==> src/timed_phase_sequencer_macros.svh <==
// Assertion macros shared by the sequencer RTL.
`ifndef TIMED_PHASE_SEQUENCER_MACROS_SVH
`define TIMED_PHASE_SEQUENCER_MACROS_SVH

// Same-cycle implication, checked on every clock edge outside reset.
`define TPS_ASSERT_IMPLIES(label, clk, rst, ante, cons) \
   label: assert property (@(posedge clk) disable iff (rst) (ante) |-> (cons)) \
      else $error("sequencer assertion failed");

// Next-cycle implication, checked on every clock edge outside reset.
`define TPS_ASSERT_NEXT(label, clk, rst, ante, cons) \
   label: assert property (@(posedge clk) disable iff (rst) (ante) |=> (cons)) \
      else $error("sequencer assertion failed");

`endif

==> src/tps_pkg.sv <==
// Package with the codes, types and constants of the phase sequencer.
`timescale 1ns / 1ps
`default_nettype none
package tps_pkg;

   // Phase codes.
   localparam logic [2:0] PH_ACOLYTE = 3'd0;
   localparam logic [2:0] PH_GLYPH   = 3'd1;
   localparam logic [2:0] PH_ELDER   = 3'd2;
   localparam logic [2:0] PH_CTHULHU = 3'd3;
   localparam logic [2:0] PH_SEANCE  = 3'd4;

   // Command codes; codes six and seven are unused and change nothing.
   localparam logic [2:0] OP_TICK    = 3'd0;
   localparam logic [2:0] OP_NEXT    = 3'd1;
   localparam logic [2:0] OP_ROLE    = 3'd2;
   localparam logic [2:0] OP_SEANCE  = 3'd3;
   localparam logic [2:0] OP_AUTO    = 3'd4;
   localparam logic [2:0] OP_MANUAL  = 3'd5;

   localparam int unsigned TIME_W = 32;
   localparam logic [TIME_W-1:0] LENGTH_RESET = 32'd10000;
   localparam logic [2:0] SLOTS_PER_PHASE = 3'd3;
   localparam logic [1:0] SLOT_MAX = 2'd3;

   // Bit count of the slot compare pass: elapsed time against up to three slot lengths.
   localparam int unsigned CMP_BITS = TIME_W + 2;

   typedef enum logic [1:0] {
      TOP_IDLE,
      TOP_BUSY,
      TOP_FINISH
   } top_state_type;

   typedef enum logic [1:0] {
      SER_IDLE,
      SER_SPLIT,
      SER_MEASURE
   } ser_state_type;

   // Status handed from the serial unit to the control logic.
   typedef struct packed {
      logic       done;
      logic       ge_len;
      logic       restart;
      logic [1:0] want;
   } ser_result_type;

endpackage
`default_nettype wire

==> src/tps_req_if.sv <==
// Command channel interface: valid, ready and the command word.
`timescale 1ns / 1ps
`default_nettype none
interface tps_req_if;
   logic        valid;
   logic        ready;
   logic [2:0]  opcode;
   logic [31:0] now_ms;
   logic [1:0]  role_sel;

   modport source (output valid, output opcode, output now_ms, output role_sel,
                   input ready);
   modport sink (input valid, input opcode, input now_ms, input role_sel,
                 output ready);
endinterface
`default_nettype wire

==> src/tps_rsp_if.sv <==
// Status channel interface: valid, ready and the status word.
`timescale 1ns / 1ps
`default_nettype none
interface tps_rsp_if;
   logic        valid;
   logic        ready;
   logic        changed;
   logic [2:0]  phase_now;
   logic [1:0]  role_now;
   logic        in_seance;
   logic        auto_mode;
   logic [1:0]  slot_now;
   logic [31:0] remaining_ms;

   modport source (output valid, output changed, output phase_now, output role_now,
                   output in_seance, output auto_mode, output slot_now,
                   output remaining_ms, input ready);
   modport sink (input valid, input changed, input phase_now, input role_now,
                 input in_seance, input auto_mode, input slot_now,
                 input remaining_ms, output ready);
endinterface
`default_nettype wire

==> src/timed_phase_sequencer.sv <==
// Top level of the phase sequencer: command intake, phase state and status word.
// A command word is worked through in two bit-serial passes: first elapsed time and slot
// length, then the slot compares; the status word is posted once the status register is free.
// The next command word is accepted only after the status word of the last one is posted.
// A waiting status word does not block the next command word from being accepted.
// Reset (synchronous, active high) selects the acolyte phase, slot 0, start time 0,
// automatic mode and a phase length of 10000 ms.
`timescale 1ns / 1ps
`default_nettype none
module timed_phase_sequencer (
   input  wire logic                       clock,
   input  wire logic                       reset,
   tps_req_if.sink                         req_chan,
   tps_rsp_if.source                       rsp_chan,
   input  wire logic                       csr_wr_en,
   input  wire logic [tps_pkg::TIME_W-1:0] csr_wr_data
);

   tps_pkg::top_state_type state_ff, state_in;

   logic [tps_pkg::TIME_W-1:0] length_ff;
   logic [2:0]                 op_ff;
   logic [tps_pkg::TIME_W-1:0] now_ff;
   logic [1:0]                 role_ff;

   logic [2:0]                 phase_ff, phase_in;
   logic [1:0]                 slot_ff, slot_in;
   logic [tps_pkg::TIME_W-1:0] start_ff, start_in;
   logic                       auto_ff, auto_in;
   logic                       changed_in;

   logic                       rsp_valid_ff;
   logic                       rsp_changed_ff;
   logic [2:0]                 rsp_phase_ff;
   logic [1:0]                 rsp_role_ff;
   logic                       rsp_seance_ff;
   logic                       rsp_auto_ff;
   logic [1:0]                 rsp_slot_ff;
   logic [tps_pkg::TIME_W-1:0] rsp_remaining_ff;

   logic                       accept;
   logic                       load_rsp;
   logic                       ge_rem;
   logic [2:0]                 phase_next;
   logic                       slotted;
   tps_pkg::ser_result_type    ser_result;
   logic [tps_pkg::TIME_W-1:0] ser_remaining;

   assign accept = req_chan.valid & req_chan.ready;

   tps_serial_unit u_serial (
      .clock        (clock),
      .reset        (reset),
      .start        (accept),
      .now_ms       (now_ff),
      .start_ms     (start_ff),
      .length_ms    (length_ff),
      .opcode       (op_ff),
      .auto_flag    (auto_ff),
      .result       (ser_result),
      .remaining_ms (ser_remaining)
   );

   // Control state machine: take a word, wait for the serial unit, post the status.
   always_comb begin
      state_in = state_ff;
      req_chan.ready = 1'b0;
      load_rsp = 1'b0;
      case (state_ff)
         tps_pkg::TOP_IDLE: begin
            req_chan.ready = !reset;
            if (req_chan.valid) begin
               state_in = tps_pkg::TOP_BUSY;
            end
         end
         tps_pkg::TOP_BUSY: begin
            if (ser_result.done) begin
               state_in = tps_pkg::TOP_FINISH;
            end
         end
         tps_pkg::TOP_FINISH: begin
            if (!rsp_valid_ff || rsp_chan.ready) begin
               load_rsp = 1'b1;
               state_in = tps_pkg::TOP_IDLE;
            end
         end
         default: begin
            state_in = tps_pkg::TOP_IDLE;
         end
      endcase
   end

   assign phase_next = (phase_ff == tps_pkg::PH_SEANCE) ? tps_pkg::PH_ACOLYTE
                                                         : phase_ff + 3'd1;
   assign slotted = (phase_ff == tps_pkg::PH_ACOLYTE) || (phase_ff == tps_pkg::PH_SEANCE);

   // Phase state update for the finished command.
   always_comb begin
      phase_in = phase_ff;
      slot_in = slot_ff;
      start_in = start_ff;
      auto_in = auto_ff;
      changed_in = 1'b0;
      case (op_ff)
         tps_pkg::OP_TICK: begin
            if (auto_ff) begin
               if (ser_result.ge_len) begin
                  phase_in = phase_next;
                  slot_in = 2'd0;
                  start_in = now_ff;
                  changed_in = 1'b1;
               end else if (slotted && (ser_result.want != slot_ff)) begin
                  slot_in = ser_result.want;
                  changed_in = 1'b1;
               end
            end
         end
         tps_pkg::OP_NEXT: begin
            phase_in = phase_next;
            slot_in = 2'd0;
            start_in = now_ff;
         end
         tps_pkg::OP_ROLE: begin
            phase_in = {1'b0, role_ff};
            slot_in = 2'd0;
            start_in = now_ff;
            auto_in = 1'b0;
         end
         tps_pkg::OP_SEANCE: begin
            phase_in = tps_pkg::PH_SEANCE;
            slot_in = 2'd0;
            start_in = now_ff;
            auto_in = 1'b0;
         end
         tps_pkg::OP_AUTO: begin
            slot_in = 2'd0;
            start_in = now_ff;
            auto_in = 1'b1;
         end
         tps_pkg::OP_MANUAL: begin
            auto_in = 1'b0;
         end
         default: begin
            auto_in = auto_ff;
         end
      endcase
   end

   // After a restart the elapsed time is zero, so the phase is over only at length zero.
   assign ge_rem = ser_result.restart ? (length_ff == '0) : ser_result.ge_len;

   // Control registers and phase state.
   always_ff @(posedge clock) begin
      if (reset) begin
         state_ff <= tps_pkg::TOP_IDLE;
         length_ff <= tps_pkg::LENGTH_RESET;
         phase_ff <= tps_pkg::PH_ACOLYTE;
         slot_ff <= 2'd0;
         start_ff <= '0;
         auto_ff <= 1'b1;
         rsp_valid_ff <= 1'b0;
      end else begin
         state_ff <= state_in;
         if (csr_wr_en) begin
            length_ff <= csr_wr_data;
         end
         if (load_rsp) begin
            phase_ff <= phase_in;
            slot_ff <= slot_in;
            start_ff <= start_in;
            auto_ff <= auto_in;
            rsp_valid_ff <= 1'b1;
         end else if (rsp_chan.ready) begin
            rsp_valid_ff <= 1'b0;
         end
      end
   end

   // Command word capture and status word register.
   always_ff @(posedge clock) begin
      if (accept) begin
         op_ff <= req_chan.opcode;
         now_ff <= req_chan.now_ms;
         role_ff <= req_chan.role_sel;
      end
      if (load_rsp) begin
         rsp_changed_ff <= changed_in;
         rsp_phase_ff <= phase_in;
         rsp_role_ff <= ((phase_in >= tps_pkg::PH_GLYPH) && (phase_in <= tps_pkg::PH_CTHULHU))
                        ? phase_in[1:0] : 2'd0;
         rsp_seance_ff <= (phase_in == tps_pkg::PH_SEANCE);
         rsp_auto_ff <= auto_in;
         rsp_slot_ff <= slot_in;
         rsp_remaining_ff <= (auto_in && !ge_rem) ? ser_remaining : '0;
      end
   end

   assign rsp_chan.valid = rsp_valid_ff;
   assign rsp_chan.changed = rsp_changed_ff;
   assign rsp_chan.phase_now = rsp_phase_ff;
   assign rsp_chan.role_now = rsp_role_ff;
   assign rsp_chan.in_seance = rsp_seance_ff;
   assign rsp_chan.auto_mode = rsp_auto_ff;
   assign rsp_chan.slot_now = rsp_slot_ff;
   assign rsp_chan.remaining_ms = rsp_remaining_ff;

`include "timed_phase_sequencer_macros.svh"

   // The serial unit finishes only while a command is in flight.
   `TPS_ASSERT_IMPLIES(a_done_busy, clock, reset, ser_result.done, state_ff == tps_pkg::TOP_BUSY)
   // The phase code never leaves the five phases.
   `TPS_ASSERT_IMPLIES(a_phase_range, clock, reset, 1'b1, phase_ff <= tps_pkg::PH_SEANCE)
   // A nonzero slot is only held in a slotted phase.
   `TPS_ASSERT_IMPLIES(a_slot_phase, clock, reset, slot_ff != 2'd0, slotted)
   // Manual mode always reports zero time left.
   `TPS_ASSERT_IMPLIES(a_manual_zero, clock, reset, rsp_valid_ff && !rsp_auto_ff, rsp_remaining_ff == '0)
   // A status word is posted in the cycle after the finish state allows it.
   `TPS_ASSERT_NEXT(a_post, clock, reset, load_rsp, rsp_valid_ff && state_ff == tps_pkg::TOP_IDLE)

endmodule
`default_nettype wire

==> src/tps_serial_unit.sv <==
// Bit-serial time unit: elapsed time, slot length, slot index and time left.
`timescale 1ns / 1ps
`default_nettype none
module tps_serial_unit (
   input  wire logic                          clock,
   input  wire logic                          reset,
   input  wire logic                          start,
   input  wire logic [tps_pkg::TIME_W-1:0]    now_ms,
   input  wire logic [tps_pkg::TIME_W-1:0]    start_ms,
   input  wire logic [tps_pkg::TIME_W-1:0]    length_ms,
   input  wire logic [2:0]                    opcode,
   input  wire logic                          auto_flag,
   output tps_pkg::ser_result_type            result,
   output logic [tps_pkg::TIME_W-1:0]         remaining_ms
);

   localparam int unsigned CNT_W = $clog2(tps_pkg::CMP_BITS);
   localparam logic [CNT_W-1:0] SPLIT_LAST = CNT_W'(tps_pkg::TIME_W - 1);
   localparam logic [CNT_W-1:0] MEASURE_LAST = CNT_W'(tps_pkg::CMP_BITS - 1);

   tps_pkg::ser_state_type state_ff, state_in;
   logic [CNT_W-1:0]          cnt_ff, cnt_in;
   logic [tps_pkg::TIME_W-1:0] elapsed_ff, elapsed_in;
   logic [tps_pkg::TIME_W-1:0] quot_ff, quot_in;
   logic [tps_pkg::TIME_W-1:0] rem_ff, rem_in;
   logic [1:0]                div_ff, div_in;
   logic                      eb_ff, eb_in;
   logic                      bl_ff, bl_in;
   logic [2:0]                bs_ff, bs_in;
   logic                      c3_ff, c3_in;
   logic                      sprev_ff, sprev_in;
   logic                      br_ff, br_in;
   logic                      ge_len_ff, ge_len_in;
   logic                      restart_ff, restart_in;
   logic [1:0]                want_ff, want_in;
   logic                      done_ff, done_in;

   logic [4:0] idx;
   logic       in_word;
   logic       e_bit, l_bit, d_bit, q_bit;
   logic [2:0] r2, r2_sub;
   logic       s_bit, t_bit, u_bit, x_bit, slot_zero;
   logic       restart_now;

   // Borrow out of one bit of a serial subtraction a - b.
   function automatic logic borrow_of(input logic a, input logic b, input logic bin);
      return (~a & b) | (~(a ^ b) & bin);
   endfunction

   assign idx = cnt_ff[4:0];
   assign in_word = (cnt_ff < CNT_W'(tps_pkg::TIME_W));
   assign slot_zero = (quot_ff == '0);

   // Bits for the first pass: elapsed time LSB first, slot length MSB first.
   assign e_bit = now_ms[idx] ^ start_ms[idx] ^ eb_ff;
   assign l_bit = length_ms[idx];
   assign d_bit = length_ms[~idx];
   assign r2 = {div_ff, d_bit};
   assign r2_sub = r2 - tps_pkg::SLOTS_PER_PHASE;
   assign q_bit = (r2 >= tps_pkg::SLOTS_PER_PHASE);

   // Bits for the second pass: slot length s, 2s, 3s and the time-left difference.
   assign s_bit = in_word ? (slot_zero ? (idx == 5'd0) : quot_ff[idx]) : 1'b0;
   assign t_bit = sprev_ff;
   assign u_bit = s_bit ^ t_bit ^ c3_ff;
   assign x_bit = in_word ? (elapsed_ff[idx] & ~restart_ff) : 1'b0;

   // Which commands restart the phase timer, given the length compare.
   always_comb begin
      case (opcode)
         tps_pkg::OP_TICK: begin
            restart_now = auto_flag & ~borrow_of(e_bit, l_bit, bl_ff);
         end
         tps_pkg::OP_NEXT, tps_pkg::OP_ROLE, tps_pkg::OP_SEANCE, tps_pkg::OP_AUTO: begin
            restart_now = 1'b1;
         end
         default: begin
            restart_now = 1'b0;
         end
      endcase
   end

   // Sequencer for the two serial passes.
   always_comb begin
      state_in = state_ff;
      cnt_in = cnt_ff;
      elapsed_in = elapsed_ff;
      quot_in = quot_ff;
      rem_in = rem_ff;
      div_in = div_ff;
      eb_in = eb_ff;
      bl_in = bl_ff;
      bs_in = bs_ff;
      c3_in = c3_ff;
      sprev_in = sprev_ff;
      br_in = br_ff;
      ge_len_in = ge_len_ff;
      restart_in = restart_ff;
      want_in = want_ff;
      done_in = 1'b0;
      case (state_ff)
         tps_pkg::SER_IDLE: begin
            if (start) begin
               state_in = tps_pkg::SER_SPLIT;
               cnt_in = '0;
               div_in = '0;
               eb_in = 1'b0;
               bl_in = 1'b0;
               bs_in = '0;
               c3_in = 1'b0;
               sprev_in = 1'b0;
               br_in = 1'b0;
            end
         end
         tps_pkg::SER_SPLIT: begin
            elapsed_in = {e_bit, elapsed_ff[tps_pkg::TIME_W-1:1]};
            eb_in = borrow_of(now_ms[idx], start_ms[idx], eb_ff);
            bl_in = borrow_of(e_bit, l_bit, bl_ff);
            quot_in = {quot_ff[tps_pkg::TIME_W-2:0], q_bit};
            div_in = q_bit ? r2_sub[1:0] : r2[1:0];
            cnt_in = cnt_ff + CNT_W'(1);
            if (cnt_ff == SPLIT_LAST) begin
               state_in = tps_pkg::SER_MEASURE;
               cnt_in = '0;
               ge_len_in = ~borrow_of(e_bit, l_bit, bl_ff);
               restart_in = restart_now;
            end
         end
         tps_pkg::SER_MEASURE: begin
            bs_in[0] = borrow_of(x_bit | 1'b0, s_bit, bs_ff[0]);
            bs_in[1] = borrow_of(x_bit | 1'b0, t_bit, bs_ff[1]);
            bs_in[2] = borrow_of(x_bit | 1'b0, u_bit, bs_ff[2]);
            c3_in = (s_bit & t_bit) | (s_bit & c3_ff) | (t_bit & c3_ff);
            sprev_in = s_bit;
            if (in_word) begin
               rem_in = {l_bit ^ x_bit ^ br_ff, rem_ff[tps_pkg::TIME_W-1:1]};
               br_in = borrow_of(l_bit, x_bit, br_ff);
            end
            cnt_in = cnt_ff + CNT_W'(1);
            if (cnt_ff == MEASURE_LAST) begin
               state_in = tps_pkg::SER_IDLE;
               done_in = 1'b1;
               if (~bs_in[2]) begin
                  want_in = tps_pkg::SLOT_MAX;
               end else if (~bs_in[1]) begin
                  want_in = 2'd2;
               end else if (~bs_in[0]) begin
                  want_in = 2'd1;
               end else begin
                  want_in = 2'd0;
               end
            end
         end
         default: begin
            state_in = tps_pkg::SER_IDLE;
         end
      endcase
   end

   // Control registers.
   always_ff @(posedge clock) begin
      if (reset) begin
         state_ff <= tps_pkg::SER_IDLE;
         done_ff <= 1'b0;
      end else begin
         state_ff <= state_in;
         done_ff <= done_in;
      end
   end

   // Shift registers and serial carries.
   always_ff @(posedge clock) begin
      cnt_ff <= cnt_in;
      elapsed_ff <= elapsed_in;
      quot_ff <= quot_in;
      rem_ff <= rem_in;
      div_ff <= div_in;
      eb_ff <= eb_in;
      bl_ff <= bl_in;
      bs_ff <= bs_in;
      c3_ff <= c3_in;
      sprev_ff <= sprev_in;
      br_ff <= br_in;
      ge_len_ff <= ge_len_in;
      restart_ff <= restart_in;
      want_ff <= want_in;
   end

   assign result.done = done_ff;
   assign result.ge_len = ge_len_ff;
   assign result.restart = restart_ff;
   assign result.want = want_ff;
   assign remaining_ms = rem_ff;

endmodule
`default_nettype wire

==> src/flat_wrapper.sv <==
// flat-port wrapper written by rule: the top's interface ports become plain ports
module timed_phase_sequencer_flat 
  (clock, reset, csr_wr_en, csr_wr_data, req_chan_valid, req_chan_opcode, req_chan_now_ms, req_chan_role_sel, req_chan_ready, rsp_chan_valid, rsp_chan_changed, rsp_chan_phase_now, rsp_chan_role_now, rsp_chan_in_seance, rsp_chan_auto_mode, rsp_chan_slot_now, rsp_chan_remaining_ms, rsp_chan_ready);
  tps_req_if req_chan_i ();
  tps_rsp_if rsp_chan_i ();
  input  wire logic clock;
  input  wire logic reset;
  input  wire logic csr_wr_en;
  input  wire logic [tps_pkg::TIME_W-1:0] csr_wr_data;
  input wire logic [$bits(req_chan_i.valid)-1:0] req_chan_valid;
  input wire logic [$bits(req_chan_i.opcode)-1:0] req_chan_opcode;
  input wire logic [$bits(req_chan_i.now_ms)-1:0] req_chan_now_ms;
  input wire logic [$bits(req_chan_i.role_sel)-1:0] req_chan_role_sel;
  output wire logic [$bits(req_chan_i.ready)-1:0] req_chan_ready;
  output wire logic [$bits(rsp_chan_i.valid)-1:0] rsp_chan_valid;
  output wire logic [$bits(rsp_chan_i.changed)-1:0] rsp_chan_changed;
  output wire logic [$bits(rsp_chan_i.phase_now)-1:0] rsp_chan_phase_now;
  output wire logic [$bits(rsp_chan_i.role_now)-1:0] rsp_chan_role_now;
  output wire logic [$bits(rsp_chan_i.in_seance)-1:0] rsp_chan_in_seance;
  output wire logic [$bits(rsp_chan_i.auto_mode)-1:0] rsp_chan_auto_mode;
  output wire logic [$bits(rsp_chan_i.slot_now)-1:0] rsp_chan_slot_now;
  output wire logic [$bits(rsp_chan_i.remaining_ms)-1:0] rsp_chan_remaining_ms;
  input wire logic [$bits(rsp_chan_i.ready)-1:0] rsp_chan_ready;
  assign req_chan_i.valid = req_chan_valid;
  assign req_chan_i.opcode = req_chan_opcode;
  assign req_chan_i.now_ms = req_chan_now_ms;
  assign req_chan_i.role_sel = req_chan_role_sel;
  assign req_chan_ready = req_chan_i.ready;
  assign rsp_chan_valid = rsp_chan_i.valid;
  assign rsp_chan_changed = rsp_chan_i.changed;
  assign rsp_chan_phase_now = rsp_chan_i.phase_now;
  assign rsp_chan_role_now = rsp_chan_i.role_now;
  assign rsp_chan_in_seance = rsp_chan_i.in_seance;
  assign rsp_chan_auto_mode = rsp_chan_i.auto_mode;
  assign rsp_chan_slot_now = rsp_chan_i.slot_now;
  assign rsp_chan_remaining_ms = rsp_chan_i.remaining_ms;
  assign rsp_chan_i.ready = rsp_chan_ready;
  timed_phase_sequencer u_core (.clock(clock), .reset(reset), .req_chan(req_chan_i), .rsp_chan(rsp_chan_i), .csr_wr_en(csr_wr_en), .csr_wr_data(csr_wr_data));
endmodule
==> config.mk <==
export PLATFORM = sky130hd
export DESIGN_NAME = timed_phase_sequencer_flat
export DESIGN_NICKNAME = d
export VERILOG_FILES = /design/src/tps_pkg.sv /design/src/tps_req_if.sv /design/src/tps_rsp_if.sv /design/src/timed_phase_sequencer.sv /design/src/tps_serial_unit.sv /design/src/flat_wrapper.sv
export VERILOG_INCLUDE_DIRS = /design/src /design/src/src
export SDC_FILE = /design/constraint.sdc
export NUM_CORES = 1
export LEC_CHECK = 0
export BUFFER_PORTS_ARGS = -buffer_cell sky130_fd_sc_hd__buf_2
export CAP_MARGIN = 20
export CORE_ASPECT_RATIO = 1.75
export CORE_UTILIZATION = 30
export DETAILED_ROUTE_END_ITERATION = 8
export PLACE_DENSITY = 0.58
export SYNTH_ARGS = -nofsm -noshare
export SYNTH_HDL_FRONTEND = slang
export SYNTH_HIERARCHICAL = 1
export SYNTH_SLANG_ARGS = --single-unit
==> constraint.sdc <==
create_clock -name clock -period 4.99 [get_ports clock]
set_input_delay 0.998 -clock clock [delete_from_list [all_inputs] [get_ports clock]]
set_output_delay 0.998 -clock clock [all_outputs]
set_load 0.02 [all_outputs]
==> impl_results.md <==
* CP startpoint: u_core/u_serial/cnt_ff[0]
* Net count reported at finish at 1012
* Slew Viols, Final at 0
* Measured slew at the worst slew-check pin at a little under 1000 ps
* Pin count of the biggest net entering global routing at 47
* Maximum clock path buffer count at 3
* CP top delay family: multiplexers
* Synth Flop Type: edfxtp_1
* DRT Pass-1 Iters at 4
* Clock slew at the register clock pins of the worst setup and hold paths at approximately 70 ps
* XOR/XNOR Fraction of Synth Area at less than 1%
* # DRC at 0
* Type of origin of the critical path: flop
* Status: finished, final reports clean
* Iter 0 DRT Violations at roughly 320
* PD cells at approximately 370 nW/um2
* Critical Path Slowest Stage Cell: edfxtp_1
* Initial antenna violation count at 0
* Rel. slew slack at roughly a third
* Clock period minus worst slack at slightly above 4000 ps
* Num Clock Sinks at 271
* Via/cell ratio at ~4.9
* Most frequent cell after synthesis: edfxtp_1
* Worst r2r dst: u_core/u_serial/restart_ff
* Post-synthesis register bit count at 271
* Avg Inst Size Synth at ~14 um2
* Final worst path period share at roughly 82%
* EDFF count, synth at around 200
* Clock Skew at ~34 ps
* CTS Hold Bufs at 0
* Sequential share of the synthesized area at a little under two thirds
* Syn. warnings at 6
* RSZ-0062 raised after global routing: no
* Synth Cell Area at around 12000 um2
* WHS Endpoint: u_core/u_serial/remaining_ms[23]
* Clock root cell: clkbuf_16
* Gp weighted congestion at ~0.74
* Post-cts sizing count at 0
* Cells along the critical path: buf_4, mux4_2, mux4_2, nand2_1, nand2_1, fa_1, inv_1, ha_1, a21oi_1, a2111oi_0, nor2_1
* Max_cap viols at 0
* Core Region at between 30000 and 40000 um2
* Bufs and invs on worst path at 2
* Gr usage total at around an eighth
* Largest area contributor in the netlist: edfxtp_1
* Required time worst endpoint at approximately 5300 ps
* Peak VDD IR at 0.262 mV
* Die H at between 200 and 300 um
* Min-delay src: u_core/u_serial/remaining_ms[24]
* Via count at between 6000 and 7000
* R2r startpoint: u_core/u_serial/cnt_ff[0]
* Simple-Gate Fraction of Synth Area at about 11%
* Vias in the first global route at a little over 7000
* Port Buffers at ~120
* Drt wl/cell at around 17 um
* Clock Latency Late Sink at 580 ps
* Synth unique cells at 63
* Cell count after synthesis at a little over 800
* Crit path DAT at between 4000 and 5000 ps
* Detailed Place HPWL at approximately 17000 um
* Remaining Overflow, GRT at 0
* Final setup violating endpoints at 0
* Leak at about 4.7 nW
* R2R Setup Slk at 880 ps
* Global-route wire length before repair at between 30000 and 40000 um
* WS Path Type: flop to flop
* Synth Area in Compound Gates at 5.36%
* Initial Util at between 30 and 40%
* Setup Buffers After CTS at 0
* Die Wd at 151 um
* Rows at 94
* Setup slack at placement at around 880 ps
* N_diodes at 0
* Main combinational cell family by area after synthesis: multiplexers
* Asr flop ratio synth at 0%
* CTS tree: yes
* Setup tns final at 0 ps
* Post-synth top area share at roughly half
* Final core utilization at between 30% and 40%
* Routed wire length at 24200 um
* CTS Buf Count at 28
* Worst-path fanout max at 14
* Worst min path class: flop to flop
* Worst reg-to-reg path cell count at 11
* Worst setup EP type: flop
* Post-synthesis adder-cell area fraction at under 10%
* Mux share of post-synthesis cell area at 14.0%
* Antenna Nets Post-Route at 0
* Fin. Hold Viols at 0
* I/O pins at between 100 and 150
* PnR worst setup slack at 879 ps
* Synth cell count leaders: edfxtp_1, nand2_1, dfxtp_1
* Syn Nets at 900
* Share of layout cells above drive strength 1 at roughly a quarter
* Synth-to-Final Area Change at 17.1%
* # H-tree levels at 1
* Dominant cells by area after synthesis: edfxtp_1, dfxtp_1, mux4_2
* F_max at 0.243 GHz
* Die area at approximately 39000 um2
* Hold-critical path depth at 0
* Delay of the slowest cell on the worst path at slightly below 900 ps
* Fillers at 3683
## worst reg2reg max path, delay by kind of cell, from the launching register on
| family | cells | cell delay (ps) |
|---|---|---|
| and+or+nand+nor | 3 | 240 |
| AOI/OAI and AO/OA | 2 | 530 |
| DFF | 1 | 880 |
| muxes | 2 | 1000 |
| adders and majority gates | 2 | 800 |
| buffers and inverters | 2 | 390 |
## placed cells by master, fill, tap and decap left out, types with 3 or more instances in the layout
master / n
edfxtp_1: 195
buf_2: 117
nand2_1: 82
dfxtp_1: 76
nor2_1: 55
mux4_2: 54
a21oi_1: 43
mux2i_1: 41
nor3b_1: 35
clkbuf_16: 29
inv_1: 19
nor4_1: 15
buf_4: 15
nor2b_1: 14
ha_1: 14
o21ai_0: 11
a211o_1: 9
nor3_1: 9
nand3_1: 7
nand3b_1: 7
clkbuf_1: 5
o21a_1: 5
nand4_1: 5
clkbuf_8: 4
clkinvlp_4: 4
xnor2_1: 4
clkinv_2: 3
a211oi_1: 3
xor2_1: 3
and2_1: 3
a21o_1: 3
fa_1: 3
## registers in the layout (all words and copies together) (netlist names), 3 cells and up
| signal | flops |
|---|---|
| u_core/u_serial/cnt_ff | 6 |
| u_core/now_ff | 32 |
| u_core/rsp_chan.remaining_ms | 32 |
| u_core/u_serial/elapsed_ff | 32 |
| u_core/u_serial/remaining_ms | 32 |
| u_core/rsp_chan.phase_now | 3 |
| u_core/phase_ff | 3 |
| u_core/u_serial/bs_ff | 3 |
| u_core/op_ff | 3 |
| u_core/u_serial/quot_ff | 32 |
| u_core/length_ff | 32 |
| u_core/start_ff | 32 |
## how the worst max path moves through the flow
stage                                 end  slack, ps  cells past startpoint
2_1_floorplan       u_core/u_serial/br_ff       1280                      6
3_3_place_gp   u_core/u_serial/restart_ff        940                     11
3_5_place_dp   u_core/u_serial/restart_ff        880                     11
4_1_cts        u_core/u_serial/restart_ff        850                     11
5_1_grt        u_core/u_serial/restart_ff        610                     11
6_report       u_core/u_serial/restart_ff        880                     11
## per-stage QoR
step / cell area [um2] / hold WS, ps / instances / total power [mW]
detailed placement: 12600 / 428 / 1369 / 2.97
CTS: 13600 / 444 / 1421 / 5.09
floorplan: 11600 / 418 / 808 / 2.85
global placement: 12600 / 426 / 1369 / 2.96
finish: 13600 / 442 / 1422 / 5.02
global route: 13600 / 458 / 1422 / 5.21
## kinds of logic after synthesis
group / count (synthesis)
xor+xnor: 7
compound gates: 95
mux: 95
fa+ha+maj: 18
flops: 271
simple gates: 250
buf+inv: 72
## layer usage
metal	GRT usage [%]	part of all wire (%)	vias up
met4	4.19	1.8	0
met5	0	0	-
met2	24.6	57	108
met3	1.65	3.4	35
li1	-	-	3273
met1	13.6	38	3512
## power by group
group / leakage, nW / total, mW / switching, mW / internal (mW)
combinational: 1.87 / 0.358 / 0.181 / 0.177
sequential: 2.41 / 2.55 / 0.0680 / 2.49
clock: 0.451 / 2.11 / 0.914 / 1.19
total: 4.73 / 5.02 / 1.16 / 3.86
## cell type report
type / count / area (um2) / area share (%)
Multi-Input combinational cell: 465 / 3860 / 28.4
Clock inverter: 14 / 144 / 1.06
Inverter: 21 / 78.8 / 0.580
Timing Repair Buffer: 133 / 726 / 5.34
Sequential cell: 271 / 7380 / 54.3
Tap cell: 480 / 601 / 4.42
Clock buffer: 38 / 800 / 5.89
(Power assumes the default switching activity.)
